<file path="config.mk">
export PLATFORM = sky130hd
export DESIGN_NAME = hstm_sky
export DESIGN_NICKNAME = d
export VERILOG_FILES = /design/src/sv/hstm_pkg.sv /design/src/sv/hstm_sky.sv
export SDC_FILE = /design/constraint.sdc
export NUM_CORES = 1
export LEC_CHECK = 0
export ABC_AREA = 1
export CORE_ASPECT_RATIO = 1.4
export CORE_MARGIN = 4
export CORE_UTILIZATION = 25
export DETAILED_ROUTE_END_ITERATION = 10
export DONT_BUFFER_PORTS = 1
export HOLD_SLACK_MARGIN = 0.15
export PLACE_DENSITY_LB_ADDON = 0.15
export SYNTH_ARGS = -nofsm -noshare
export SYNTH_HDL_FRONTEND = slang
export SYNTH_SLANG_ARGS = --single-unit
</file>
<file path="constraint.sdc">
create_clock -name i_clk -period 12.15 [get_ports i_clk]
set_input_delay 0 -clock i_clk [delete_from_list [all_inputs] [get_ports i_clk]]
set_output_delay 0 -clock i_clk [all_outputs]
set_load 0.02 [all_outputs]
</file>
<file path="src/sv/hstm_pkg.sv">
// ---------------------------------------------------------------------------
// hstm_pkg
// widths, constants, register indexes and types of the sky tone mapper
// ---------------------------------------------------------------------------
`default_nettype none
package hstm_pkg;

    localparam int ACC_W      = 16;
    localparam int ROW_W      = 12;
    localparam int SKY_W      = 10;
    localparam int KNEE_W     = 12;
    localparam int HGT_W      = 13;
    localparam int OUT_W      = 8;
    localparam int MAX_HEIGHT = 4096;

    localparam int CFG_IDX_W  = 3;
    localparam int CFG_DATA_W = 13;

    localparam logic [CFG_IDX_W-1:0] REG_TOP_RED    = 3'd0;
    localparam logic [CFG_IDX_W-1:0] REG_TOP_GREEN  = 3'd1;
    localparam logic [CFG_IDX_W-1:0] REG_TOP_BLUE   = 3'd2;
    localparam logic [CFG_IDX_W-1:0] REG_BOT_RED    = 3'd3;
    localparam logic [CFG_IDX_W-1:0] REG_BOT_GREEN  = 3'd4;
    localparam logic [CFG_IDX_W-1:0] REG_BOT_BLUE   = 3'd5;
    localparam logic [CFG_IDX_W-1:0] REG_KNEE       = 3'd6;
    localparam logic [CFG_IDX_W-1:0] REG_HEIGHT     = 3'd7;

    localparam logic [KNEE_W-1:0] KNEE_RESET   = 12'd256;
    localparam logic [HGT_W-1:0]  HEIGHT_RESET = 13'd480;

    // sky interpolation
    localparam int PROD_W = SKY_W + HGT_W;
    localparam int NUM_W  = 22;

    // tone curve
    localparam int X_W     = 25;
    localparam int H1_W    = 20;
    localparam int H2_W    = 28;
    localparam int H3_W    = 36;
    localparam int SPLIT_W = 18;
    localparam int PP_W    = X_W + SPLIT_W;
    localparam int SUM_W   = PP_W + SPLIT_W + 1;
    localparam int S_W     = 44;
    localparam int Q_W     = 25;
    localparam int Q_FRAC  = 24;

    localparam logic [X_W-1:0] X_LIMIT   = 25'h100_0000;
    localparam int             C_24TH    = 2731;
    localparam int             C_SIXTH   = 10923;
    localparam int             C_HALF    = 32768;
    localparam int             C_ONE     = 65536;
    localparam int             RECIP_REM = 32768;

    localparam int SKY_LAT  = 2 + SKY_W;
    localparam int TONE_LAT = 8 + Q_W;
    localparam int LANE_LAT = SKY_LAT + TONE_LAT;

    localparam int NUM_CH = 3;

    typedef struct packed {
        logic [SKY_W-1:0] top;
        logic [SKY_W-1:0] bot;
        logic [HGT_W-1:0] height;
    } t_sky_cfg;

endpackage
`default_nettype wire

</file>
<file path="src/sv/hstm_sky.sv">
// ---------------------------------------------------------------------------
// hstm_sky
// one channel lane: row interpolated sky colour with a pipelined divider
// ---------------------------------------------------------------------------
`default_nettype none
module hstm_sky
    import hstm_pkg::*;
(
    input  wire logic             i_clk,
    input  wire t_sky_cfg         i_cfg,
    input  wire logic [ACC_W-1:0] i_acc,
    input  wire logic [HGT_W-1:0] i_row,
    output logic      [SKY_W-1:0] o_sky,
    output logic      [ACC_W-1:0] o_acc
);

    logic [HGT_W-1:0]  rest;
    logic [PROD_W-1:0] r_ptop;
    logic [PROD_W-1:0] r_pbot;
    logic [ACC_W-1:0]  r_acc1;
    logic [ACC_W-1:0]  r_acc2;
    logic [NUM_W-1:0]  r_num;
    logic [NUM_W-1:0]  r_rem [SKY_W];
    logic [SKY_W-1:0]  r_q   [SKY_W];
    logic [ACC_W-1:0]  r_acc [SKY_W];

    assign rest = i_cfg.height - i_row;

    always_ff @(posedge i_clk) begin
        r_ptop <= PROD_W'(i_cfg.top) * PROD_W'(rest);
        r_pbot <= PROD_W'(i_cfg.bot) * PROD_W'(i_row);
        r_acc1 <= i_acc;
        r_num  <= NUM_W'(r_ptop + r_pbot);
        r_acc2 <= r_acc1;
    end

    // one quotient bit per stage
    for (genvar j = 0; j < SKY_W; j++) begin : g_div
        logic [NUM_W-1:0] rem_in;
        logic [SKY_W-1:0] q_in;
        logic [ACC_W-1:0] acc_in;
        logic [NUM_W-1:0] dv;

        if (j == 0) begin : g_first
            assign rem_in = r_num;
            assign q_in   = '0;
            assign acc_in = r_acc2;
        end else begin : g_next
            assign rem_in = r_rem[j-1];
            assign q_in   = r_q[j-1];
            assign acc_in = r_acc[j-1];
        end

        assign dv = NUM_W'(i_cfg.height) << (SKY_W - 1 - j);

        always_ff @(posedge i_clk) begin
            r_acc[j] <= acc_in;
            if (rem_in >= dv) begin
                r_rem[j] <= rem_in - dv;
                r_q[j]   <= q_in | (SKY_W'(1) << (SKY_W - 1 - j));
            end else begin
                r_rem[j] <= rem_in;
                r_q[j]   <= q_in;
            end
        end
    end

    assign o_sky = r_q[SKY_W-1];
    assign o_acc = r_acc[SKY_W-1];

endmodule
`default_nettype wire

</file>
==> impl_metrics.env, run 1 <==
export IMPL_status="finished clean"
export IMPL_ios=89
export IMPL_synth_seq_cells=511
export IMPL_rsz0062_at_grt="false"
export IMPL_synth_xor_area_share_pct=4.509
export IMPL_numCtsBuffers=56
export IMPL_clk_pin_slew_ns=0.07
export IMPL_cts_root_buf="clkbuf_16"
export IMPL_synth_top_family_by_area="adder cells"
export IMPL_synth_ff_type="dfxtp_1"
export IMPL_synth_area_per_cell_um2=8.231
export IMPL_final_nets=4267
export IMPL_fmax_ghz=0.1260
export IMPL_synthArstFlopShare_pct=0
export IMPL_clock_tree_buffer_depth=3
export IMPL_criticalPathCategory="in -> reg"
export IMPL_ff2ff_path_depth=9
export IMPL_crit_family="adder cells"
export IMPL_clock_sinks=511
export IMPL_synth_area_um2=30080
export IMPL_p_leak_nw=16.49
export IMPL_first_global_vias=24450
export IMPL_period_minus_slack_ns=7.936
export IMPL_grt_pass1_wl_mm=137.3
export IMPL_max_slew_margin_rel_pct=34.85
export IMPL_path_max_fanout=11
export IMPL_crit_path_start_kind="primary input"
export IMPL_area_growth_pct=14.98
export IMPL_grt_max_degree=29
export IMPL_hold_path_depth=8
export IMPL_die_y_um=418.4
export IMPL_cts_resized_gates=0
export IMPL_synth_most_common_cell="nand2_1"
export IMPL_critPathSlowestCell="dlygate4sd3_1"
export IMPL_routed_via_density=4.283
export IMPL_critPathBufInv=8
export IMPL_synthAdderAreaFrac_pct=23.40
export IMPL_io_buffer_count=0
export IMPL_totalWireLength_mm=87.32
export IMPL_tightestPinTransition_ns=0.9703
export IMPL_cp_depth=32
export IMPL_drc_errors=0
export IMPL_cts_tree="built"
export IMPL_yosys_area_top_type_share_pct=34.01
export IMPL_gp_congestion=0.8394
export IMPL_h_tree_depth=2
export IMPL_synth_cell_types=58
export IMPL_cp_end_kind="flip-flop"
export IMPL_ys_top_cells_by_count="nand2_1 (814), dfxtp_1 (511), inv_1 (491), nor2_1 (327), ha_1 (273)"
export IMPL_synth_edf_count=0
export IMPL_clkLatencyLatePin_ns=0.65
export IMPL_skew_ns=0.03848
export IMPL_die_area_um2=126000
export IMPL_row_count=150
export IMPL_vias=23090
export IMPL_dr_pass1_iters=5
export IMPL_ir_drop_v=0.0002264
export IMPL_crit_path_frequent_cell="nand2_1"
export IMPL_maxSlewViolCount=0
export IMPL_yosys_area_share_simple_pct=21.05
export IMPL_hold_class="in -> reg"
export IMPL_cap_violations=0
export IMPL_ant_nets=0
export IMPL_design_area_um2=34590
export IMPL_track_usage_pct=13.94
export IMPL_required_ns=12.73
export IMPL_hold_viol=0
export IMPL_placed_cell_area_um2=31820
export IMPL_synthCells=3655
export IMPL_ys_warn_count=0
export IMPL_overflow=0
export IMPL_initial_utilization_pct=25.16
export IMPL_synth_area_leaders="dfxtp_1 (34%), fa_1 (12%), ha_1 (11%)"
export IMPL_fin_crit_sh_pct=65.32
export IMPL_synth_nets=4172
export IMPL_setup_viol=0
export IMPL_synth_compound_area_share_pct=9.608
export IMPL_synth_top_area_cell="dfxtp_1"
export IMPL_antenna_found_initial=1
export IMPL_coreArea_um2=119600
export IMPL_drt_iter0_markers=843
export IMPL_wl_per_cell_um=16.19
export IMPL_critPathMaxStageDelay_ns=1.07
export IMPL_synthMuxAreaShare_pct=0
export IMPL_dp_hpwl_mm=69.30
export IMPL_drive_gt1_share_pct=6.798
export IMPL_setup_tns_ns=0
export IMPL_yosysSeqAreaShare_pct=34.01
export IMPL_power_density_nw_per_um2=332.0
export IMPL_die_w_um=301.2
export IMPL_arrival_ns=8.52
cells by family (layout without fill, tap and decap cells):
kind of cell             after synthesis  count (layout)
AO/OA/AOI/OAI                        489             489
XOR/XNOR                             154             154
adder cells (fa/ha/maj)              454             454
buffers and inverters                554             694
flip-flops                           511             511
other                                  0               1
AND/OR/NAND/NOR                     1493            1493
where the power goes:
group / switching, mW / internal, mW / total (mW)
clock: 0.738 / 1.05 / 1.79
sequential: 0.373 / 2.32 / 2.70
combinational: 4.32 / 2.68 / 7.00
flip-flops by register name, summed over array words and instances (netlist names):
| name | count |
|---|---|
| g_div.rem_in | 22 |
| r_ptop | 22 |
| g_div.acc_in | 16 |
| r_q | 55 |
| r_acc | 160 |
| r_acc1 | 16 |
| r_pbot | 22 |
| r_rem | 198 |
worst reg2reg max path, cell delays in order, from the launching register on:
cell and delay [ns]:
dfxtp_1 0.33, ha_1 0.34, a21oi_1 0.26, o21ai_1 0.15
a21oi_1 0.14, nand2_1 0.13, nor2_2 0.76, inv_1 0.34
nand2_1 0.15, nand2_1 0.07
final cells by class:
type                    instances  area (µm²)
diodes                          1       2.502
flip-flops and latches        511       10230
repair buffers                 92       890.9
inverters                     499        1883
fillers                     12970       84960
well taps                    1596        1997
clock buffers                  75        1583
clock inverters                28       385.4
multi-input cells            2590       17620
routing by layer:
layer	GRT usage, %	share of wire [%]	up-vias	wire, µm
met1	15.37	40	10850	35070
met4	4.091	3.0	0	2610
met2	27.39	54	267	47360
met3	1.815	2.6	120	2288
li1	-	-	11860	-
met5	0	0	-	0
per-stage QoR:
stage / hold WS, ns / util, % / total power, mW / std cells / setup slack (ns)
final: 0.1908 / 28.93 / 11.48 / 5392 / 4.214
after global routing: 0.2063 / 28.93 / 12.75 / 5391 / 3.672
after CTS: 0.1532 / 28.93 / 11.74 / 5391 / 4.270
after detailed placement: 0.02776 / 26.61 / 9.727 / 5208 / 5.866
after global placement: 0.02777 / 26.61 / 9.784 / 5208 / 5.837
after floorplan: 0.02772 / - / 7.829 / 3655 / 6.646
what timing repair did:
item | 4_1_cts | 5_1_grt
endpoints found under the setup margin | 0 | 0
hold buffers | 80 | 0
hold endpoints to repair | 116 | 0
setup buffers | 0 | 0
placed cells by master, fill, tap and decap left out, types with 5 or more instances in the layout:
cell type	count
a21boi_0	6
a21o_1	21
a21oi_1	204
a21oi_2	29
a31oi_1	5
buf_4	12
bufinv_16	6
clkbuf_1	8
clkbuf_16	56
clkbuf_8	11
clkinv_2	8
clkinvlp_4	6
dfxtp_1	511
dlygate4sd3_1	80
fa_1	181
ha_1	273
inv_1	491
nand2_1	814
nand2_2	23
nand3_1	166
nand3_2	5
nand3b_1	19
nand4_1	40
nor2_1	327
nor2_2	5
nor3_1	39
nor4_1	13
o211ai_1	5
o21a_1	6
o21ai_0	113
o21ai_1	38
o21ai_2	48
o21bai_1	8
or2_2	22
xnor2_1	79
xor2_1	74
worst paths after layout:
check	start	to	slack, ns
min	i_cfg[21]	r_pbot[21]	0.19
max	i_cfg[0]	r_ptop[21]	4.21
max reg2reg	r_rem[1][13]	r_rem[1][38]	9.37
min reg2reg	r_q[4][8]	r_q[5][8]	0.31
Note: power is estimated with default switching activity, not from simulation.
==> inputs of run 2 (changes only) <==
==> constraint.sdc (replaced) <==
create_clock -name i_clk -period 7.07 [get_ports i_clk]
set_input_delay 0 -clock i_clk [delete_from_list [all_inputs] [get_ports i_clk]]
set_output_delay 0 -clock i_clk [all_outputs]
set_load 0.02 [all_outputs]
==> impl_metrics.env, run 2 (synthesis results as in run 1) <==
export IMPL_gp_congestion=0.8478
export IMPL_clkLatencyLatePin_ns=0.68
export IMPL_crit_family="adder cells"
export IMPL_critPathBufInv=7
export IMPL_overflow=0
export IMPL_coreArea_um2=119600
export IMPL_fmax_ghz=0.1612
export IMPL_io_buffer_count=0
export IMPL_setup_viol=0
export IMPL_period_minus_slack_ns=6.205
export IMPL_numCtsBuffers=58
export IMPL_wl_per_cell_um=16.31
export IMPL_h_tree_depth=2
export IMPL_hold_class="in -> reg"
export IMPL_antenna_found_initial=2
export IMPL_vias=23450
export IMPL_grt_max_degree=29
export IMPL_die_w_um=301.2
export IMPL_required_ns=7.60
export IMPL_drt_iter0_markers=918
export IMPL_cts_tree="built"
export IMPL_row_count=150
export IMPL_criticalPathCategory="in -> reg"
export IMPL_max_slew_margin_rel_pct=37.19
export IMPL_hold_viol=0
export IMPL_ant_nets=0
export IMPL_critPathSlowestCell="dlymetal6s4s_1"
export IMPL_status="finished clean"
export IMPL_path_max_fanout=11
export IMPL_final_cell_mix="nand2_1 (814), dfxtp_1 (511), inv_1 (491), nor2_1 (327), ha_1 (273)"
export IMPL_tightestPinTransition_ns=0.9411
export IMPL_totalWireLength_mm=88.11
export IMPL_clock_tree_buffer_depth=3
export IMPL_ir_drop_v=0.0003628
export IMPL_p_leak_nw=16.59
export IMPL_area_growth_pct=15.58
export IMPL_track_usage_pct=14.13
export IMPL_clk_pin_slew_ns=0.06
export IMPL_routed_via_density=4.341
export IMPL_final_core_util_pct=29.08
export IMPL_initial_utilization_pct=25.16
export IMPL_dr_pass1_iters=5
export IMPL_critPathMaxStageDelay_ns=0.63
export IMPL_first_global_vias=24680
export IMPL_top_regs="r_rem: 198 flops, r_acc: 160 flops, r_q: 55 flops"
export IMPL_setup_tns_ns=0
export IMPL_die_area_um2=126000
export IMPL_final_common_cell="nand2_1"
export IMPL_drc_errors=0
export IMPL_dp_hpwl_mm=69.73
export IMPL_arrival_ns=6.74
export IMPL_maxSlewViolCount=0
export IMPL_cts_root_buf="clkbuf_16"
export IMPL_cap_violations=0
export IMPL_final_nets=4275
export IMPL_fin_crit_sh_pct=87.76
export IMPL_clock_sinks=511
export IMPL_ios=89
export IMPL_largest_reg_flops=198
export IMPL_top_register="r_rem"
export IMPL_drive_gt1_share_pct=6.966
export IMPL_cp_end_kind="flip-flop"
export IMPL_grt_pass1_wl_mm=138.7
export IMPL_die_y_um=418.4
export IMPL_skew_ns=0.05273
export IMPL_power_density_nw_per_um2=572.4
export IMPL_crit_path_start_kind="primary input"
export IMPL_rsz0062_at_grt="false"
[run 2: metal layers]
layer	global-route usage [%]	vias to the layer above	wire length, µm
li1	-	11890	-
met1	15.69	11060	35120
met2	27.07	346	46890
met3	1.856	153	2504
met4	5.330	0	3602
met5	0	-	0
[run 2: report_power, final]
group | leakage [nW] | switching [mW] | internal [mW]
Sequential | 4.30 | 0.636 | 3.99
Clock | 1.02 | 1.31 | 1.92
Combinational | 11.3 | 7.47 | 4.58
Total | 16.6 | 9.42 | 10.5
[run 2: worst reg2reg max path, delay by kind of cell, from the launching register on]
family	cells	cell delay (ns)
buffers and inverters	1	0.35
adder cells (fa/ha/maj)	1	0.33
AO/OA/AOI/OAI	3	0.55
AND/OR/NAND/NOR	4	1.12
flip-flops	1	0.32
[run 2: path summary, 6_finish.rpt]
kind | startpoint | end | slack [ns] | cells after the start
worst min register to register | r_q[0][9] | r_q[1][9] | 0.29 | 0
worst max-delay path | i_cfg[0] | r_ptop[21] | 0.87 | 27
worst min-delay path | i_cfg[23] | r_ptop[10] | 0.18 | 5
worst max register to register | r_rem[1][13] | r_rem[1][38] | 4.29 | 9
[run 2: area by class of cell]
class	count	area, µm²
inverters	499	1883
multi-input cells	2590	17620
diodes	1	2.502
repair buffers	98	948.4
fillers	12920	84780
clock inverters	29	440.4
well taps	1596	1997
clock buffers	77	1653
flip-flops and latches	511	10230
[run 2: through the flow]
stage | instance area (µm²) | hold WS [ns] | worst slack [ns] | cells | total power [mW]
floorplan | 30080 | 0.02772 | 1.566 | 3655 | 13.45
global placement | 31830 | 0.02776 | 0.9197 | 5210 | 16.84
global route | 34770 | 0.2004 | 0.3404 | 5400 | 22.09
detailed placement | 31830 | 0.02776 | 0.9244 | 5210 | 16.73
CTS | 34770 | 0.1533 | 0.4141 | 5400 | 20.32
finish | 34770 | 0.1822 | 0.8652 | 5401 | 19.90
[run 2: repair_timing]
| action | CTS | global route |
|---|---|---|
| endpoints found under the setup margin | 0 | 1 |
| resized for setup | 0 | 1 |
| hold endpoints to repair | 130 | 0 |
| buffers inserted | 0 | 0 |
| hold buffers | 84 | 0 |
==> inputs of run 3 (changes only) <==
--- a/config.mk
+++ b/config.mk
@@ -5,7 +5,7 @@
 export SDC_FILE = /design/constraint.sdc
 export NUM_CORES = 1
 export LEC_CHECK = 0
-export ABC_AREA = 1
+export ABC_AREA = 0
 export CORE_ASPECT_RATIO = 1.4
 export CORE_MARGIN = 4
 export CORE_UTILIZATION = 25
==> impl_metrics.env, run 3 <==
export IMPL_synth_nets=3229
export IMPL_synth_area_um2=27560
export IMPL_synth_seq_cells=511
export IMPL_h_tree_depth=2
export IMPL_ant_nets=0
export IMPL_row_count=143
export IMPL_grt_max_degree=27
export IMPL_ys_top_cells_by_count="dfxtp_1 (511), ha_1 (273), inv_1 (255), nand2_1 (184), fa_1 (181)"
export IMPL_final_common_cell="dfxtp_1"
export IMPL_crit_path_frequent_cell="fa_1"
export IMPL_stdcell_count=4297
export IMPL_drc_errors=0
export IMPL_setup_viol=0
export IMPL_critPathBufInv=4
export IMPL_clock_tree_buffer_depth=3
export IMPL_cts_root_buf="clkbuf_16"
export IMPL_antenna_found_initial=3
export IMPL_crit_family="adder cells"
export IMPL_synthAdderAreaFrac_pct=25.54
export IMPL_synth_most_common_cell="dfxtp_1"
export IMPL_fmax_ghz=0.1486
export IMPL_routed_via_density=4.378
export IMPL_ir_drop_v=0.0003520
export IMPL_synthCells=2712
export IMPL_tightestPinTransition_ns=1.108
export IMPL_hold_viol=0
export IMPL_largest_reg_flops=198
export IMPL_status="finished clean"
export IMPL_final_nets=3317
export IMPL_die_w_um=288.6
export IMPL_synthMuxAreaShare_pct=2.492
export IMPL_first_global_vias=20600
export IMPL_ys_warn_count=0
export IMPL_yosysSeqAreaShare_pct=37.12
export IMPL_coreArea_um2=109000
export IMPL_dr_pass1_iters=5
export IMPL_track_usage_pct=12.30
export IMPL_power_density_nw_per_um2=550.7
export IMPL_cap_violations=0
export IMPL_synth_area_per_cell_um2=10.16
export IMPL_drive_gt1_share_pct=5.984
export IMPL_cts_tree="built"
export IMPL_crit_path_start_kind="primary input"
export IMPL_io_buffer_count=0
export IMPL_setup_ws_ns=0.3418
export IMPL_power_total_mw=17.51
export IMPL_path_max_fanout=11
export IMPL_synth_area_leaders="dfxtp_1 (37%), fa_1 (13%), ha_1 (12%)"
export IMPL_gp_congestion=0.8206
export IMPL_hold_class="in -> reg"
export IMPL_clkLatencyLatePin_ns=0.61
export IMPL_criticalPathCategory="in -> reg"
export IMPL_setup_tns_ns=0
export IMPL_n_fill_cell=11330
export IMPL_top_regs="r_rem: 198 flops, r_acc: 160 flops, r_q: 55 flops"
export IMPL_critPathMaxStageDelay_ns=0.82
export IMPL_synth_edf_count=0
export IMPL_dp_hpwl_mm=56.65
export IMPL_period_minus_slack_ns=6.728
export IMPL_skew_ns=0.02847
export IMPL_cp_end_kind="flip-flop"
export IMPL_yosys_area_share_simple_pct=13.40
export IMPL_synth_top_family_by_area="adder cells"
export IMPL_p_leak_nw=14.33
export IMPL_critPathSlowestCell="xnor2_1"
export IMPL_maxSlewViolCount=0
export IMPL_final_core_util_pct=29.19
export IMPL_synth_cell_types=80
export IMPL_drt_iter0_markers=712
export IMPL_clock_sinks=511
export IMPL_initial_utilization_pct=25.29
export IMPL_synth_xor_area_share_pct=5.929
export IMPL_cts_setup_buffers=0
export IMPL_numCtsBuffers=53
export IMPL_clk_pin_slew_ns=0.06
export IMPL_pre_cts_ws_ns=0.2666
export IMPL_overflow=0
export IMPL_area_growth_pct=15.40
export IMPL_synthArstFlopShare_pct=0
export IMPL_die_area_um2=115700
export IMPL_yosys_area_top_type_share_pct=37.12
export IMPL_grt_pass1_wl_mm=112.2
export IMPL_synth_ff_type="dfxtp_1"
export IMPL_final_cell_mix="dfxtp_1 (511), ha_1 (273), inv_1 (255), nand2_1 (184), fa_1 (181)"
export IMPL_required_ns=7.54
export IMPL_max_slew_margin_rel_pct=26.12
export IMPL_fin_crit_sh_pct=95.17
export IMPL_dp_cells=4124
export IMPL_die_y_um=400.9
export IMPL_totalWireLength_mm=71.32
export IMPL_top_register="r_rem"
export IMPL_vias=18810
export IMPL_wl_per_cell_um=16.60
export IMPL_synth_compound_area_share_pct=11.17
export IMPL_arrival_ns=7.20
export IMPL_ios=89
export IMPL_synth_top_area_cell="dfxtp_1"
run 3: report_power, final:
part	total (mW)	leakage, nW	internal [mW]	switching (mW)
combinational	10.1	9.15	4.67	5.40
clock	2.88	0.879	1.71	1.17
sequential	4.57	4.30	3.98	0.585
run 3: worst paths after layout:
check        cells past startpoint  slack [ns]           end          from
max                             26        0.34    r_ptop[21]      i_row[1]
min                              5        0.18     r_ptop[8]     i_cfg[23]
max reg2reg                     10        3.60  r_rem[1][21]  r_rem[0][30]
min reg2reg                      0        0.32   r_acc[2][4]   r_acc[1][4]
run 3: worst min-delay path, stage by stage:
cell	delay [ns]
nand2_1	0.08
fa_1	0.16
inv_1	0.05
ha_1	0.31
xnor2_1	0.10
run 3: kinds of logic (layout without fill, tap and decap cells):
family                     after synthesis  after routing
AOI/OAI and AO/OA                      481            481
xor gates and xnor gates               185            185
adders and majority gates              454            454
buffers and inverters                  309            438
DFF                                    511            511
muxes                                   59             59
other                                    0              6
and+or+nand+nor                        713            713
run 3: final cells by class:
cell class | instances | area [µm²] | area share [%]
Multi-Input combinational cell | 1892 | 16130 | 50.72
Sequential cell | 511 | 10230 | 32.16
Tap cell | 1450 | 1814 | 5.704
Clock buffer | 75 | 1509 | 4.744
Inverter | 255 | 957.2 | 3.009
Timing Repair Buffer | 87 | 830.8 | 2.612
Clock inverter | 21 | 316.6 | 0.9953
Antenna cell | 6 | 15.01 | 0.04721
run 3: layer usage:
layer	vias up	routed length [µm]	global-route usage, %
li1	9293	-	-
met1	9113	25730	12.00
met2	288	40710	25.07
met3	118	2148	1.819
met4	0	2728	5.145
met5	-	0	0
run 3: what timing repair did:
action                                 in CTS  in global routing
hold buffers                               71                  0
resized for setup                           0                  1
endpoints found under the hold margin      78                  0
setup endpoints to repair                   0                  1
run 3: metrics by stage:
stage / cell area [µm²] / hold WS (ns)
CTS: 31790 / 0.1504
finish: 31810 / 0.1767
global route: 31810 / 0.1911
global placement: 29250 / 0.02779
detailed placement: 29250 / 0.02777
floorplan: 27560 / 0.02772
